--- src/vsc_pkg.sv ---
package vsc_pkg;

  localparam int QUEUE_DEPTH_DEF = 2;

  localparam logic [3:0] ST_NORM = 4'h0;
  localparam logic [3:0] ST_INT  = 4'h4;
  localparam logic [3:0] ST_FRAC = 4'h8;
  localparam logic [3:0] ST_ZERO = 4'hC;

  localparam logic [1:0] CLS_OTHER = 2'd0;
  localparam logic [1:0] CLS_DIGIT = 2'd1;
  localparam logic [1:0] CLS_ZERO  = 2'd2;

  localparam logic [7:0] CHAR_ZERO = 8'h30;
  localparam logic [7:0] CHAR_NINE = 8'h39;

  typedef enum logic [1:0] {
    PH_IDLE,
    PH_SCAN,
    PH_LEN
  } phase_t;

  typedef enum logic [1:0] {
    K_DIFF,
    K_LEN,
    K_POS,
    K_NEG
  } outcome_t;

  typedef struct packed {
    logic              start;
    logic [1:0]        class_a;
    logic [1:0]        class_b;
    logic              a_nonzero;
    logic signed [8:0] diff;
  } vsc_item_t;

  localparam logic [3:0] SCAN_TABLE [16] = '{
    ST_NORM, ST_INT,  ST_ZERO, ST_NORM,
    ST_NORM, ST_INT,  ST_INT,  ST_INT,
    ST_NORM, ST_FRAC, ST_FRAC, ST_FRAC,
    ST_NORM, ST_FRAC, ST_ZERO, ST_ZERO
  };

  localparam outcome_t OUTCOME_TABLE [64] = '{
    K_DIFF, K_DIFF, K_DIFF, K_DIFF, K_DIFF, K_LEN,  K_DIFF, K_DIFF,
    K_DIFF, K_DIFF, K_DIFF, K_DIFF, K_DIFF, K_DIFF, K_DIFF, K_DIFF,
    K_DIFF, K_NEG,  K_NEG,  K_DIFF, K_POS,  K_LEN,  K_LEN,  K_DIFF,
    K_POS,  K_LEN,  K_LEN,  K_DIFF, K_DIFF, K_DIFF, K_DIFF, K_DIFF,
    K_DIFF, K_DIFF, K_DIFF, K_DIFF, K_DIFF, K_LEN,  K_DIFF, K_DIFF,
    K_DIFF, K_DIFF, K_DIFF, K_DIFF, K_DIFF, K_DIFF, K_DIFF, K_DIFF,
    K_DIFF, K_POS,  K_POS,  K_DIFF, K_NEG,  K_DIFF, K_DIFF, K_DIFF,
    K_NEG,  K_DIFF, K_DIFF, K_DIFF, K_DIFF, K_DIFF, K_DIFF, K_DIFF
  };

  function automatic logic [1:0] char_class(input logic [7:0] c);
    logic [1:0] cls;
    if (c == CHAR_ZERO) begin
      cls = CLS_ZERO;
    end else if (c > CHAR_ZERO && c <= CHAR_NINE) begin
      cls = CLS_DIGIT;
    end else begin
      cls = CLS_OTHER;
    end
    return cls;
  endfunction

endpackage

--- src/vsc_front.sv ---
module vsc_front
  import vsc_pkg::*;
(
  input  logic      start_req,
  input  logic [7:0] char_a,
  input  logic [7:0] char_b,
  output vsc_item_t item
);

  always_comb begin
    item.start     = start_req;
    item.class_a   = char_class(char_a);
    item.class_b   = char_class(char_b);
    item.a_nonzero = (char_a != 8'h00);
    item.diff      = $signed({1'b0, char_a}) - $signed({1'b0, char_b});
  end

endmodule

--- src/vsc_queue.sv ---
module vsc_queue
  import vsc_pkg::*;
#(
  parameter int DEPTH = QUEUE_DEPTH_DEF
) (
  input  logic      clk,
  input  logic      rst,
  input  logic      push_valid,
  output logic      push_stall,
  input  vsc_item_t push_item,
  output logic      pop_valid,
  input  logic      pop_stall,
  output vsc_item_t pop_item
);

  localparam int PW = $clog2(DEPTH);
  localparam int CW = $clog2(DEPTH + 1);
  localparam logic [PW-1:0] LAST = PW'(DEPTH - 1);

  vsc_item_t     store [DEPTH];
  logic [PW-1:0] wr_ptr;
  logic [PW-1:0] rd_ptr;
  logic [CW-1:0] count;
  logic          push;
  logic          pop;

  assign push_stall = (count == CW'(DEPTH));
  assign pop_valid  = (count != '0);
  assign pop_item   = store[rd_ptr];
  assign push       = push_valid && !push_stall;
  assign pop        = pop_valid && !pop_stall;

  always_ff @(posedge clk) begin
    if (push) begin
      store[wr_ptr] <= push_item;
    end
  end

  always_ff @(posedge clk) begin
    if (rst) begin
      wr_ptr <= '0;
      rd_ptr <= '0;
      count  <= '0;
    end else begin
      if (push) begin
        wr_ptr <= (wr_ptr == LAST) ? '0 : wr_ptr + 1'b1;
      end
      if (pop) begin
        rd_ptr <= (rd_ptr == LAST) ? '0 : rd_ptr + 1'b1;
      end
      if (push && !pop) begin
        count <= count + 1'b1;
      end else if (pop && !push) begin
        count <= count - 1'b1;
      end
    end
  end

endmodule

--- src/vsc_back.sv ---
module vsc_back
  import vsc_pkg::*;
(
  input  logic              clk,
  input  logic              rst,
  input  logic              item_valid,
  output logic              item_stall,
  input  vsc_item_t         item,
  output logic              res_valid,
  input  logic              res_stall,
  output logic signed [8:0] order
);

  phase_t            phase;
  phase_t            phase_next;
  phase_t            phase_eff;
  logic [3:0]        scan_state;
  logic [3:0]        scan_state_next;
  logic [3:0]        scan_eff;
  logic signed [8:0] saved_difference;
  logic signed [8:0] saved_difference_next;
  logic signed [8:0] saved_eff;
  logic [3:0]        st_idx;
  outcome_t          kind;
  logic              take;
  logic              emit;
  logic signed [8:0] emit_val;
  logic              digit_a;
  logic              digit_b;

  assign item_stall = res_valid && res_stall;
  assign take       = item_valid && !item_stall;

  always_ff @(posedge clk) begin
    if (rst) begin
      phase            <= PH_IDLE;
      scan_state       <= ST_NORM;
      saved_difference <= '0;
    end else begin
      phase            <= phase_next;
      scan_state       <= scan_state_next;
      saved_difference <= saved_difference_next;
    end
  end

  always_comb begin
    phase_eff = item.start ? PH_SCAN : phase;
    scan_eff  = item.start ? ST_NORM : scan_state;
    saved_eff = item.start ? 9'sd0 : saved_difference;
    st_idx    = scan_eff | {2'b00, item.class_a};
    kind      = OUTCOME_TABLE[{st_idx, item.class_b}];
    digit_a   = (item.class_a != CLS_OTHER);
    digit_b   = (item.class_b != CLS_OTHER);

    phase_next            = phase;
    scan_state_next       = scan_state;
    saved_difference_next = saved_difference;
    emit                  = 1'b0;
    emit_val              = item.diff;

    if (take) begin
      phase_next            = phase_eff;
      scan_state_next       = scan_eff;
      saved_difference_next = saved_eff;
      case (phase_eff)
        PH_SCAN: begin
          if (item.diff == 9'sd0 && item.a_nonzero) begin
            scan_state_next = SCAN_TABLE[st_idx];
          end else begin
            case (kind)
              K_DIFF: begin
                emit       = 1'b1;
                emit_val   = item.diff;
                phase_next = PH_IDLE;
              end
              K_LEN: begin
                saved_difference_next = item.diff;
                phase_next            = PH_LEN;
              end
              K_POS: begin
                emit       = 1'b1;
                emit_val   = 9'sd1;
                phase_next = PH_IDLE;
              end
              default: begin
                emit       = 1'b1;
                emit_val   = -9'sd1;
                phase_next = PH_IDLE;
              end
            endcase
          end
        end
        PH_LEN: begin
          if (digit_a) begin
            if (!digit_b) begin
              emit       = 1'b1;
              emit_val   = 9'sd1;
              phase_next = PH_IDLE;
            end
          end else begin
            emit       = 1'b1;
            emit_val   = digit_b ? -9'sd1 : saved_eff;
            phase_next = PH_IDLE;
          end
        end
        default: begin
          phase_next = PH_IDLE;
        end
      endcase
    end
  end

  always_ff @(posedge clk) begin
    if (rst) begin
      res_valid <= 1'b0;
    end else if (!item_stall) begin
      res_valid <= take && emit;
    end
  end

  always_ff @(posedge clk) begin
    if (take && emit) begin
      order <= emit_val;
    end
  end

endmodule

--- src/version_string_compare.sv ---
// Each accepted pair is stored in the queue; the result beat it decides is registered.
// Throughput: one character pair per cycle while neither the queue nor the result stalls.
// The front end classifies each pair into a small queue, so each side can stall on its own.
// Reset is synchronous and active high; it empties the queue and returns the scanner to idle.
module version_string_compare
  import vsc_pkg::*;
#(
  parameter int QUEUE_DEPTH = QUEUE_DEPTH_DEF
) (
  input  logic              clk,
  input  logic              rst,
  input  logic              req_valid,
  output logic              req_stall,
  input  logic              start_req,
  input  logic [7:0]        char_a,
  input  logic [7:0]        char_b,
  output logic              res_valid,
  input  logic              res_stall,
  output logic signed [8:0] order
);

  vsc_item_t front_item;
  vsc_item_t q_item;
  logic      q_valid;
  logic      q_stall;

  vsc_front u_front (
    .start_req (start_req),
    .char_a    (char_a),
    .char_b    (char_b),
    .item      (front_item)
  );

  vsc_queue #(
    .DEPTH (QUEUE_DEPTH)
  ) u_queue (
    .clk        (clk),
    .rst        (rst),
    .push_valid (req_valid),
    .push_stall (req_stall),
    .push_item  (front_item),
    .pop_valid  (q_valid),
    .pop_stall  (q_stall),
    .pop_item   (q_item)
  );

  vsc_back u_back (
    .clk        (clk),
    .rst        (rst),
    .item_valid (q_valid),
    .item_stall (q_stall),
    .item       (q_item),
    .res_valid  (res_valid),
    .res_stall  (res_stall),
    .order      (order)
  );

`ifndef SYNTHESIS
  a_reset_quiet: assert property (@(posedge clk) rst |=> !res_valid)
    else $error("Result beat offered right after reset.");

  a_no_source: assert property (@(posedge clk) disable iff (rst)
    (!q_valid && !(res_valid && res_stall)) |=> !res_valid)
    else $error("Result beat appeared with no queued pair behind it.");

  a_order_range: assert property (@(posedge clk) disable iff (rst)
    res_valid |-> (order != 9'sh100))
    else $error("Result order outside the byte difference range.");

  a_stall_tracks: assert property (@(posedge clk) disable iff (rst)
    (res_valid && res_stall) |-> q_stall)
    else $error("Back end took a pair while its result was blocked.");
`endif

endmodule
--- config.mk ---
export PLATFORM = sky130hd
export DESIGN_NAME = version_string_compare
export DESIGN_NICKNAME = d
export VERILOG_FILES = /design/src/vsc_pkg.sv /design/src/vsc_front.sv /design/src/vsc_queue.sv /design/src/vsc_back.sv /design/src/version_string_compare.sv
export SDC_FILE = /design/constraint.sdc
export NUM_CORES = 1
export LEC_CHECK = 0
export BUFFER_PORTS_ARGS = -buffer_cell sky130_fd_sc_hd__buf_2
export CORE_UTILIZATION = 61
export CTS_BUF_LIST = sky130_fd_sc_hd__clkbuf_2 sky130_fd_sc_hd__clkbuf_4 sky130_fd_sc_hd__clkbuf_8
export CTS_CLUSTER_SIZE = 28
export DETAILED_ROUTE_END_ITERATION = 6
export GPL_ROUTABILITY_DRIVEN = 0
export GPL_TIMING_DRIVEN = 0
export PLACE_DENSITY = 0.89
export SYNTH_ARGS = -nofsm -noshare
export SYNTH_HDL_FRONTEND = slang
export SYNTH_SLANG_ARGS = --single-unit
--- constraint.sdc ---
create_clock -name clk -period 4.15 [get_ports clk]
set_input_delay 1.0375 -clock clk [delete_from_list [all_inputs] [get_ports clk]]
set_output_delay 1.0375 -clock clk [all_outputs]
set_load 0.01 [all_outputs]
Word level (Yosys, flattened, before mapping)

Memories as Yosys holds them, arrays and structs flattened. A register that Yosys moved wholly into a read port is not among the register bits.
Index checks and enable logic that the tools add are counted.

Output and inout port bits: 11
Register bits after elaboration: 29
Word-level logic and storage cells: 95
Memory bits (read-only): 192
RAM bits: 30
Memories: 3
Input bits: 21

Memories:

| memory           | depth | bits a word | read ports | clocked after Yosys merged registers in | write ports | RTL line        | source |
|---|---|---|---|---|---|---|---|
| (name not given) | 64    | 2           | 1          | 0                                       | 0           | vsc_back.sv:51  | `kind = OUTCOME_TABLE[{st_idx, item.class_b}];` |
| (name not given) | 16    | 4           | 1          | 0                                       | 0           | vsc_back.sv:68  | `scan_state_next = SCAN_TABLE[st_idx];` |
| u_queue.store    | 2     | 15          | 1          | 1                                       | 1           | vsc_queue.sv:20 | `vsc_item_t store [DEPTH];` |

$add $sub $neg: 5
Equal/unequal tests: 7
Bitwise logic cells: 3
Mux-type cells: 42
Magnitude comparators: 6
Reductions and logical operators: 21

Operators with widths:

| operator            | number |
|---|---|
| $mux 9              | 9 |
| $pmux 9 s2          | 2 |
| $mux 2              | 11 |
| $mux 4              | 5 |
| $eq 8x6->1 const B  | 2 |
| $gt 8x6->1 const B  | 2 |
| $le 8x6->1 const B  | 2 |
| $mux 1              | 13 |
| $logic_and 1x1->1   | 9 |
| $logic_not 9->1     | 1 |
| $sub 8x8->9         | 1 |
| $reduce_bool 2->1   | 4 |
| $reduce_bool 8->1   | 1 |
| $ge 7x7->1 const B  | 1 |
| $not 6->7           | 1 |
| $eq 2x2->1 const B  | 3 |
| $ge 5x5->1 const B  | 1 |
| $not 4->5           | 1 |
| $eq 2x1->1 const B  | 2 |
| $logic_not 1->1     | 4 |
| $or 4x2->4          | 1 |
| $pmux 2 s2          | 1 |
| $add 1x1->1 const B | 2 |
| $add 2x1->2 const B | 1 |
| other kinds (4)     | 4 |

Depth between registers and ports, before layout

Gate-level depths: netlist of the first run.

Word-level depth: 12
Gate-level depth with buffers: 11
Mapped depth without buffers: 9

Hierarchy

From an unflattened synthesis of the first run, not the netlist that was laid out.

Cells, all modules: 343
Area, all modules: 3462.1 µm²

Modules (own cells, without submodules):

| module    | area an instance (µm²) | cells an instance | instances | seq. area each (µm²) |
|---|---|---|---|---|
| vsc_back  | 1724.2                 | 207               | 1         | 590.6 |
| vsc_queue | 1302.5                 | 72                | 1         | 1001.0 |
| vsc_front | 435.4                  | 64                | 1         | 0.0 |

Worst setup path after synthesis of the first run

Ideal clock, no wire load.

Kind: flip-flop to flip-flop
Start: register (tool-made name)
End: register u_back.order[0], enable pin
Arrival time: 3.001 ns
Data required time: 3.772 ns
Path slack: 0.771 ns
Stages on the path, launching flop included: 10
Clock period less this slack: 3.379 ns
Library setup time: 0.378 ns
Path buffers: 2
Cell sequence: dfxtp_1 -> buf_2 -> buf_1 -> mux2i_1 -> ha_1 -> mux2_2 -> o221a_2 -> o21ai_1 -> o21bai_1 -> a21oi_1

RTL lines:

| element                | RTL line        | source |
|---|---|---|
| end signal: assignment | vsc_back.sv:123 | `order <= emit_val;` |
| end: declaration       | vsc_back.sv:11  | `output logic signed [8:0] order` |

==> results of run 1 <==
cells in the mapped netlist (2+ instances only):
master and number:
inv_1 31, o21ai_0 13, nand3_1 9, or3_1 2, o21ai_1 2, nand2b_1 7, edfxtp_1 39, clkbuf_1 6
nand2_1 30, nor4b_1 3, a21boi_0 3, a211o_1 9, nor2_1 33, nor2b_1 4, o21bai_1 3, xnor2_1 3
nor3_1 4, nor4_1 3, ha_1 15, mux2i_1 22, dfxtp_1 21, a21o_1 2, and2_1 3, a31oi_1 5
mux2_2 2, o21a_1 3, xor2_1 5, buf_4 2, a21oi_1 22
timing repair:
action,CTS,global route
setup endpoints to repair,0,9
resized for setup,0,1
hold buffers,0,0
metal layers:
metal  wire (um)  global-route usage  vias up
li1            -                   -     1260
met1        2950               0.340     1212
met2        3270               0.460      126
met3         393              0.0635       17
met4         168               0.128        0
met5           0                   0        -
area by class of cell:
class                           count  area share
Buffer                             10      0.0122
Clock buffer                       10      0.0362
Multi-Input combinational cell    227       0.410
Timing Repair Buffer               31      0.0408
Inverter                           31      0.0306
Tap cell                           70      0.0230
Clock inverter                      6      0.0293
Sequential cell                    60       0.418
state kept, by name, summed over array words and instances (netlist names), named ones only:
name	flops
u_queue.wr_ptr	1
u_back.phase	2
u_queue.store	30
u_queue.count	2
u_back.saved_difference	9
u_back.order	9
u_queue.rd_ptr	1
u_back.res_valid	1
u_back.scan_state	4
placed cells by master (no fill, tap or decap), types with 2 or more instances in the layout:
master     instances
buf_2             32
a211o_1            9
nand2b_1           7
mux2i_1           22
edfxtp_1          39
dfxtp_1           21
a31oi_1            5
o21ai_0           13
clkbuf_1           6
and2_1             3
a21oi_1           21
nor4_1             3
bufinv_16          3
nor4b_1            3
xor2_1             5
o21ai_1            2
buf_4              2
o21a_1             3
clkbuf_8          10
nor3_1             4
or3_1              2
xnor2_1            3
nand3_1            9
nand2_1           30
nor2b_1            4
inv_1             31
ha_1              15
o21bai_1           3
a21o_1             2
mux2_2             2
a21boi_0           3
nor2_1            33
worst register-to-register path, stage by stage, from the launching register on:
cell and delay (ps):
dfxtp_1 370, buf_2 270, buf_1 560, mux2i_1 400, ha_1 330, mux2_2 270
o221a_2 260, o21ai_1 280, o21bai_1 170, a21oi_2 440
where the power goes:
part	leakage [nW]	internal (W)	switching, W
clock network	0.122	0.000415	0.000240
registers	0.529	0.000780	0.0000506
logic	0.905	0.000340	0.000542
total	1.56	0.00153	0.000833
stage by stage:
step | util | hold WS, ps | power [W] | area [um^2]
after floorplan | - | 430 | 0.00149 | 3310
after global placement | 0.687 | 442 | 0.00166 | 3550
after detailed placement | 0.687 | 452 | 0.00169 | 3550
after CTS | 0.735 | 464 | 0.00235 | 3800
after global routing | 0.735 | 475 | 0.00251 | 3800
final | 0.735 | 463 | 0.00237 | 3800
how the worst min path moves through the flow:
stage,start,endpoint,slack (ps)
floorplan,u_back.scan_state[0],u_back.scan_state[0],430
global placement,u_back.saved_difference[8],u_back.saved_difference[8],440
detailed placement,u_back.scan_state[0],u_back.scan_state[0],450
CTS,u_back.saved_difference[7],u_back.saved_difference[7],460
global route,u_back.saved_difference[0],u_back.saved_difference[0],470
finish,u_back.saved_difference[7],u_back.saved_difference[7],460
logic make-up (layout without fill, tap and decap cells):
group | Yosys count | count (layout) | share of synthesized area
compound gates | 74 | 74 | 0.159
xor+xnor | 8 | 8 | 0.0212
fa+ha+maj | 16 | 16 | 0.0628
buf+inv | 41 | 88 | 0.0492
flops | 60 | 60 | 0.481
mux | 24 | 24 | 0.0734
simple gates | 105 | 105 | 0.154
==> impl_results.md, run 1 <==
- WP buf/inv: 2
- Via-to-Cell Ratio: 5.88
- Core region area: 5170 um^2
- Yosys top cell area share: 0.354
- Leak: 1.56 nW
- Netlist Area Pre-Place: 3310 um^2
- Critical Path Sink Type: flop
- Placed cells: 429
- Max Root-Sink Buffers: 2
- Max-Cap Viols: 0
- Final cell count without fillers: 445
- Register Area: 1590 um^2
- CP top delay family: compound AO/OA/AOI/OAI gates
- Crit-path max FO: 10
- Worst-path clk slew: 70 ps
- GRT Total Usage: 0.275
- Number of distinct library cells after synthesis: 51
- DP Worst Slack: 281 ps
- TritonCTS Sinks: 60
- Ys async rst share: 0
- Endpoints failing hold: 0
- Pwr Density: 622 nW/um^2
- DRT Pass-1 Iters: 6
- Synth area leader: edfxtp_1
- Gate count of the mapped netlist: 328
- Final setup violation count: 0
- Routed WL: 6780 um
- Worst-Margin Slew: 1230 ps
- Antenna viol nets, final: 0
- Period utilization: 0.897
- Pins Over Slew Limit: 0
- Number of antenna diodes: 0
- Rel. slew slack: 0.180
- Area grow syn2layout: 15.0%
- # IOs: 32
- Number of cells on the critical path: 9
- Startpoint types: flop
- Worst path max stage delay: 560 ps
- DR iter-0 viols: 314
- Vias in the first global route: 2459
- Syn nets: 365
- Area contributors post-synth: edfxtp_1 35%, dfxtp_1 13%, mux2i_1 6.7%, ha_1 5.7%, nor2_1 3.7%
- EDFF count, synth: 39
- Vias: 2615
- Clk root buf: clkbuf_8
- Peak VDD IR: 0.000327 V
- Min Tclk post-route: 3720 ps
- Die width: 75.6 um
- Filler cells: 343
- Largest net degree at the start of global routing: 16
- Clk_lat worst skew: 350 ps
- Final net count: 407
- RSZ-0062 raised after global routing: no
- Starting Density: 0.640
- H-tree levels: 3
- CP required: 4140 ps
- Prevailing post-synth register cell: edfxtp_1
- Cells along the critical path: buf_2, buf_1, mux2i_1, ha_1, mux2_2, o221a_2, o21ai_1, o21bai_1, a21oi_2
- PortBufs: 31
- Sequential fraction of the synthesis area: 0.481
- Post-route setup TNS: 0 ps
- Num CTS Buffers: 9
- Avg Cell Area, Syn: 10.1 um^2
- Arr. time, crit path: 3710 ps
- Die height: 75.6 um
- CP endpoint: u_back.order[7]
- Maximum clock rate: 269 MHz
- First-pass GRT wire length: 11300 um
- Setup Crit Path Kind: flop to flop
- Hpwl dp: 4800 um
- Synthesis Warnings: 0
- Die ar.: 5720 um^2
- Status: finished, final reports clean
- Footprint of the multi-input gates: 1560 um^2
- DRC errors left: 0
- Site row count: 26
- Crit-path slowest cell: buf_1
- Layout cell share with drive strength beyond 1: 0.157
- Antenna violations before repair: 0
- Worst hold path class: flop to flop
- R2R Setup Slk: 430 ps
- R2R cell count: 9
- Routed len/inst: 15.2 um
- Worst Skew: 5.66 ps
- CTS tree: built
- Worst Hold Depth: 2
- Setup Fix Bufs, Post-CTS: 0
- Final WS setup: 427 ps
- R2r endpoint: u_back.order[7]
- Gr ovfl total: 0
- Post-synthesis register bit count: 60
Note: power is estimated with default switching activity, not from simulation.
==> run 2: changes to the inputs <==
--- a/config.mk
+++ b/config.mk
@@ -5,14 +5,16 @@
 export SDC_FILE = /design/constraint.sdc
 export NUM_CORES = 1
 export LEC_CHECK = 0
+export ABC_AREA = 1
 export BUFFER_PORTS_ARGS = -buffer_cell sky130_fd_sc_hd__buf_2
-export CORE_UTILIZATION = 61
+export CORE_UTILIZATION = 62
 export CTS_BUF_LIST = sky130_fd_sc_hd__clkbuf_2 sky130_fd_sc_hd__clkbuf_4 sky130_fd_sc_hd__clkbuf_8
 export CTS_CLUSTER_SIZE = 28
 export DETAILED_ROUTE_END_ITERATION = 6
 export GPL_ROUTABILITY_DRIVEN = 0
 export GPL_TIMING_DRIVEN = 0
-export PLACE_DENSITY = 0.89
+export PLACE_DENSITY = 0.9
+export SLEW_MARGIN = 10
 export SYNTH_ARGS = -nofsm -noshare
 export SYNTH_HDL_FRONTEND = slang
 export SYNTH_SLANG_ARGS = --single-unit
==> run 2 against run 1 <==
Hold slack got worse by 7.3 ps. Register-to-register slack improved by 660 ps. Critical path type unchanged. Core utilization decreased by 0.68 points. Critical path depth increased by 3. Sequential power increased by 4.0%. Power increased by 14%.
==> impl_results.md, run 2 <==
- First-pass GRT wire length: 13200 um (+17%)
- Cell with the most instances after synthesis: nand2_1
- DRC errors left: 0 (unchanged)
- Number of distinct library cells after synthesis: 41 (-20%)
- Post-route setup TNS: 0 ps (unchanged)
- Critical Path Sink Type: flop
- Pins Over Slew Limit: 0 (unchanged)
- RSZ-0062 raised after global routing: no
- Final net count: 520 (+28%)
- Final cell count without fillers: 559 (+26%)
- Final setup violation count: 0 (unchanged)
- Cts hold-fix bufs: 0 (unchanged)
- Vias: 3175 (+21%)
- # IOs: 32 (unchanged)
- Layout cell share with drive strength beyond 1: 0.158 (+0.000778)
- Synthesis Warnings: 0 (unchanged)
- Hold path startpoint: u_back.scan_state[1]
- CP required: 4160 ps (+20 ps)
- Max-Cap Viols: 0 (unchanged)
- Avg Cell Area, Syn: 8.11 um^2 (-20%)
- Prevailing post-synth register cell: edfxtp_1
- Most frequent cells in the layout: 100 x nand2_1, 67 x inv_1, 39 x edfxtp_1
- Antenna viol nets, final: 0 (unchanged)
- Crit-path max FO: 9 (-1)
- DRT Pass-1 Iters: 5 (-1)
- Most common cell after layout, fill and taps aside: nand2_1
- Worst-Margin Slew: 806 ps (-419 ps)
- TritonCTS Sinks: 60 (unchanged)
- Setup Fix Bufs, Post-CTS: 0 (unchanged)
- Peak VDD IR: 0.000337 V (+3.1%)
- CTS tree: built
- Endpoints failing hold: 0 (unchanged)
- Vias in the first global route: 3019 (+23%)
- Area contributors post-synth: edfxtp_1 33%, dfxtp_1 12%, nand2_1 10%, inv_1 7.0%, ha_1 5.2%
- Synth area leader: edfxtp_1
- GRT Total Usage: 0.286 (+0.0102)
- Period utilization: 0.737 (-0.160)
- Number of antenna diodes: 0 (unchanged)
- Gate count of the mapped netlist: 441 (+34%)
- Num CTS Buffers: 9 (unchanged)
- Post-synthesis register bit count: 60 (unchanged)
- Worst hold path class: flop to flop
- Area grow syn2layout: 12.8%
- Die height: 78.0 um (+3.1%)
- Min Tclk post-route: 3060 ps (-663 ps)
- Leak: 1.81 nW (+17%)
- Core region area: 5540 um^2 (+7.1%)
- Max Root-Sink Buffers: 2 (unchanged)
- H-tree levels: 3 (unchanged)
- Sequential fraction of the synthesis area: 0.445 (-0.0362)
- DP Worst Slack: 1140 ps (+854 ps)
- Die ar.: 6080 um^2 (+6.2%)
- Netlist Area Pre-Place: 3580 um^2 (+8.1%)
- Final WS setup: 1090 ps (+663 ps)
- Site row count: 27 (+3.8%)
- Maximum clock rate: 327 MHz (+22%)
- Clk_lat worst skew: 350 ps (about the same)
- Post-synth top cells: 100 x nand2_1, 67 x inv_1, 39 x edfxtp_1
- Top Registers: u_queue.store x30, u_back.order x9, u_back.saved_difference x9
- Hpwl dp: 5700 um (+19%)
- Rel. slew slack: 0.462 (+0.282)
- Die width: 78.0 um (+3.1%)
- Worst-path clk slew: 70 ps (about the same)
- Placed cells: 544 (+27%)
- Antenna violations before repair: 0 (unchanged)
- Ys async rst share: 0 (unchanged)
- Setup Crit Path Kind: flop to flop
- Max reg flops: 30 (unchanged)
- Syn nets: 478 (+31%)
- Startpoint types: flop
- Gr ovfl total: 0 (unchanged)
- Yosys top cell area share: 0.327 (-0.0266)
- PortBufs: 31 (unchanged)
- Clk root buf: clkbuf_8
- EDFF count, synth: 39 (unchanged)
- Largest net degree at the start of global routing: 17 (+1)
- Via-to-Cell Ratio: 5.68 (-3.3%)
- Largest register by flop count: u_queue.store
- Status: finished, final reports clean
- DR iter-0 viols: 301 (-4.1%)
- Arr. time, crit path: 3070 ps (-640 ps)
- Worst Skew: 7.06 ps (+1.40 ps)
- Resize count post-CTS: 0 (unchanged)
- Routed len/inst: 14.0 um (-8.1%)
- Starting Density: 0.646 (+0.00609)
- Pwr Density: 669 nW/um^2 (+7.5%)
- Routed WL: 7830 um (+15%)
run 2: changes by cell type after synthesis, sizes merged, moves of 6 or more:
| cell | before | now |
|---|---|---|
| a22oi | 0 | 6 |
| nand2b | 7 | 0 |
| nand4 | 1 | 7 |
| a211o | 9 | 0 |
| nand2 | 31 | 107 |
| nand3 | 9 | 30 |
| inv | 31 | 72 |
| o21ai | 15 | 42 |
| a21oi | 22 | 31 |
| mux2i | 22 | 1 |
run 2: cells by family (layout without fill, tap and decap cells):
family | Yosys count | count (layout) | share of synthesized area
AOI/OAI and AO/OA | 91 | 91 | 0.146
xor gates and xnor gates | 7 | 7 | 0.0171
adders and majority gates | 16 | 16 | 0.0581
buffers and inverters | 82 | 128 | 0.0906
DFF | 60 | 60 | 0.445
muxes | 1 | 1 | 0.00280
and+or+nand+nor | 184 | 184 | 0.241
run 2: worst paths after layout:
| kind | end | slack, ps | cells past startpoint |
|---|---|---|---|
| worst max register to register | u_back.order[5] | 1090 | 12 |
| worst min register to register | u_back.scan_state[1] | 460 | 2 |
| worst min-delay path | u_back.scan_state[1] | 460 | 2 |
| worst max-delay path | u_back.order[5] | 1090 | 12 |
run 2: worst max-delay path, stage by stage (launching register included):
cell and delay (ps):
dfxtp_1 470, inv_2 130, or2_2 290, o21ai_0 160, ha_1 380, nand3_1 140
a21oi_1 200, nand2_2 160, inv_1 190, o21ai_0 120, nand2_1 70, nand2_1 90
inv_1 320
run 2: through the flow:
stage          area (um^2)  total power (W)  utilization  hold WS [ps]
2_1_floorplan         3580          0.00181            -           424
3_3_place_gp          3820          0.00205        0.690           433
3_5_place_dp          3820          0.00211        0.690           448
4_1_cts               4030          0.00269        0.728           458
5_1_grt               4040          0.00289        0.729           489
6_report              4040          0.00270        0.729           456
run 2: area by class of cell:
| type | count | area (um^2) |
|---|---|---|
| timing repair buffer | 31 | 155 |
| clock inverter | 5 | 77.6 |
| multi-input combinational | 299 | 1670 |
| sequential | 60 | 1590 |
| buffer | 8 | 46.3 |
| inverter | 74 | 278 |
| tap | 72 | 90.1 |
| fill | 437 | 1500 |
| clock buffer | 10 | 131 |
run 2: metal layers:
| layer | GRT usage | up-vias | routed length (um) |
|---|---|---|---|
| met1 | 0.315 | 1448 | 3040 |
| met5 | 0 | - | 0 |
| met4 | 0.156 | 0 | 325 |
| li1 | - | 1552 | - |
| met2 | 0.498 | 139 | 3900 |
| met3 | 0.0776 | 36 | 572 |
run 2: where the power goes:
group	internal (W)	switching [W]	total (W)	leakage [nW]
Combinational	0.000400	0.000876	0.00128	1.18
Clock	0.000339	0.000223	0.000562	0.106
Sequential	0.000806	0.0000566	0.000863	0.529
Total	0.00154	0.00116	0.00270	1.81
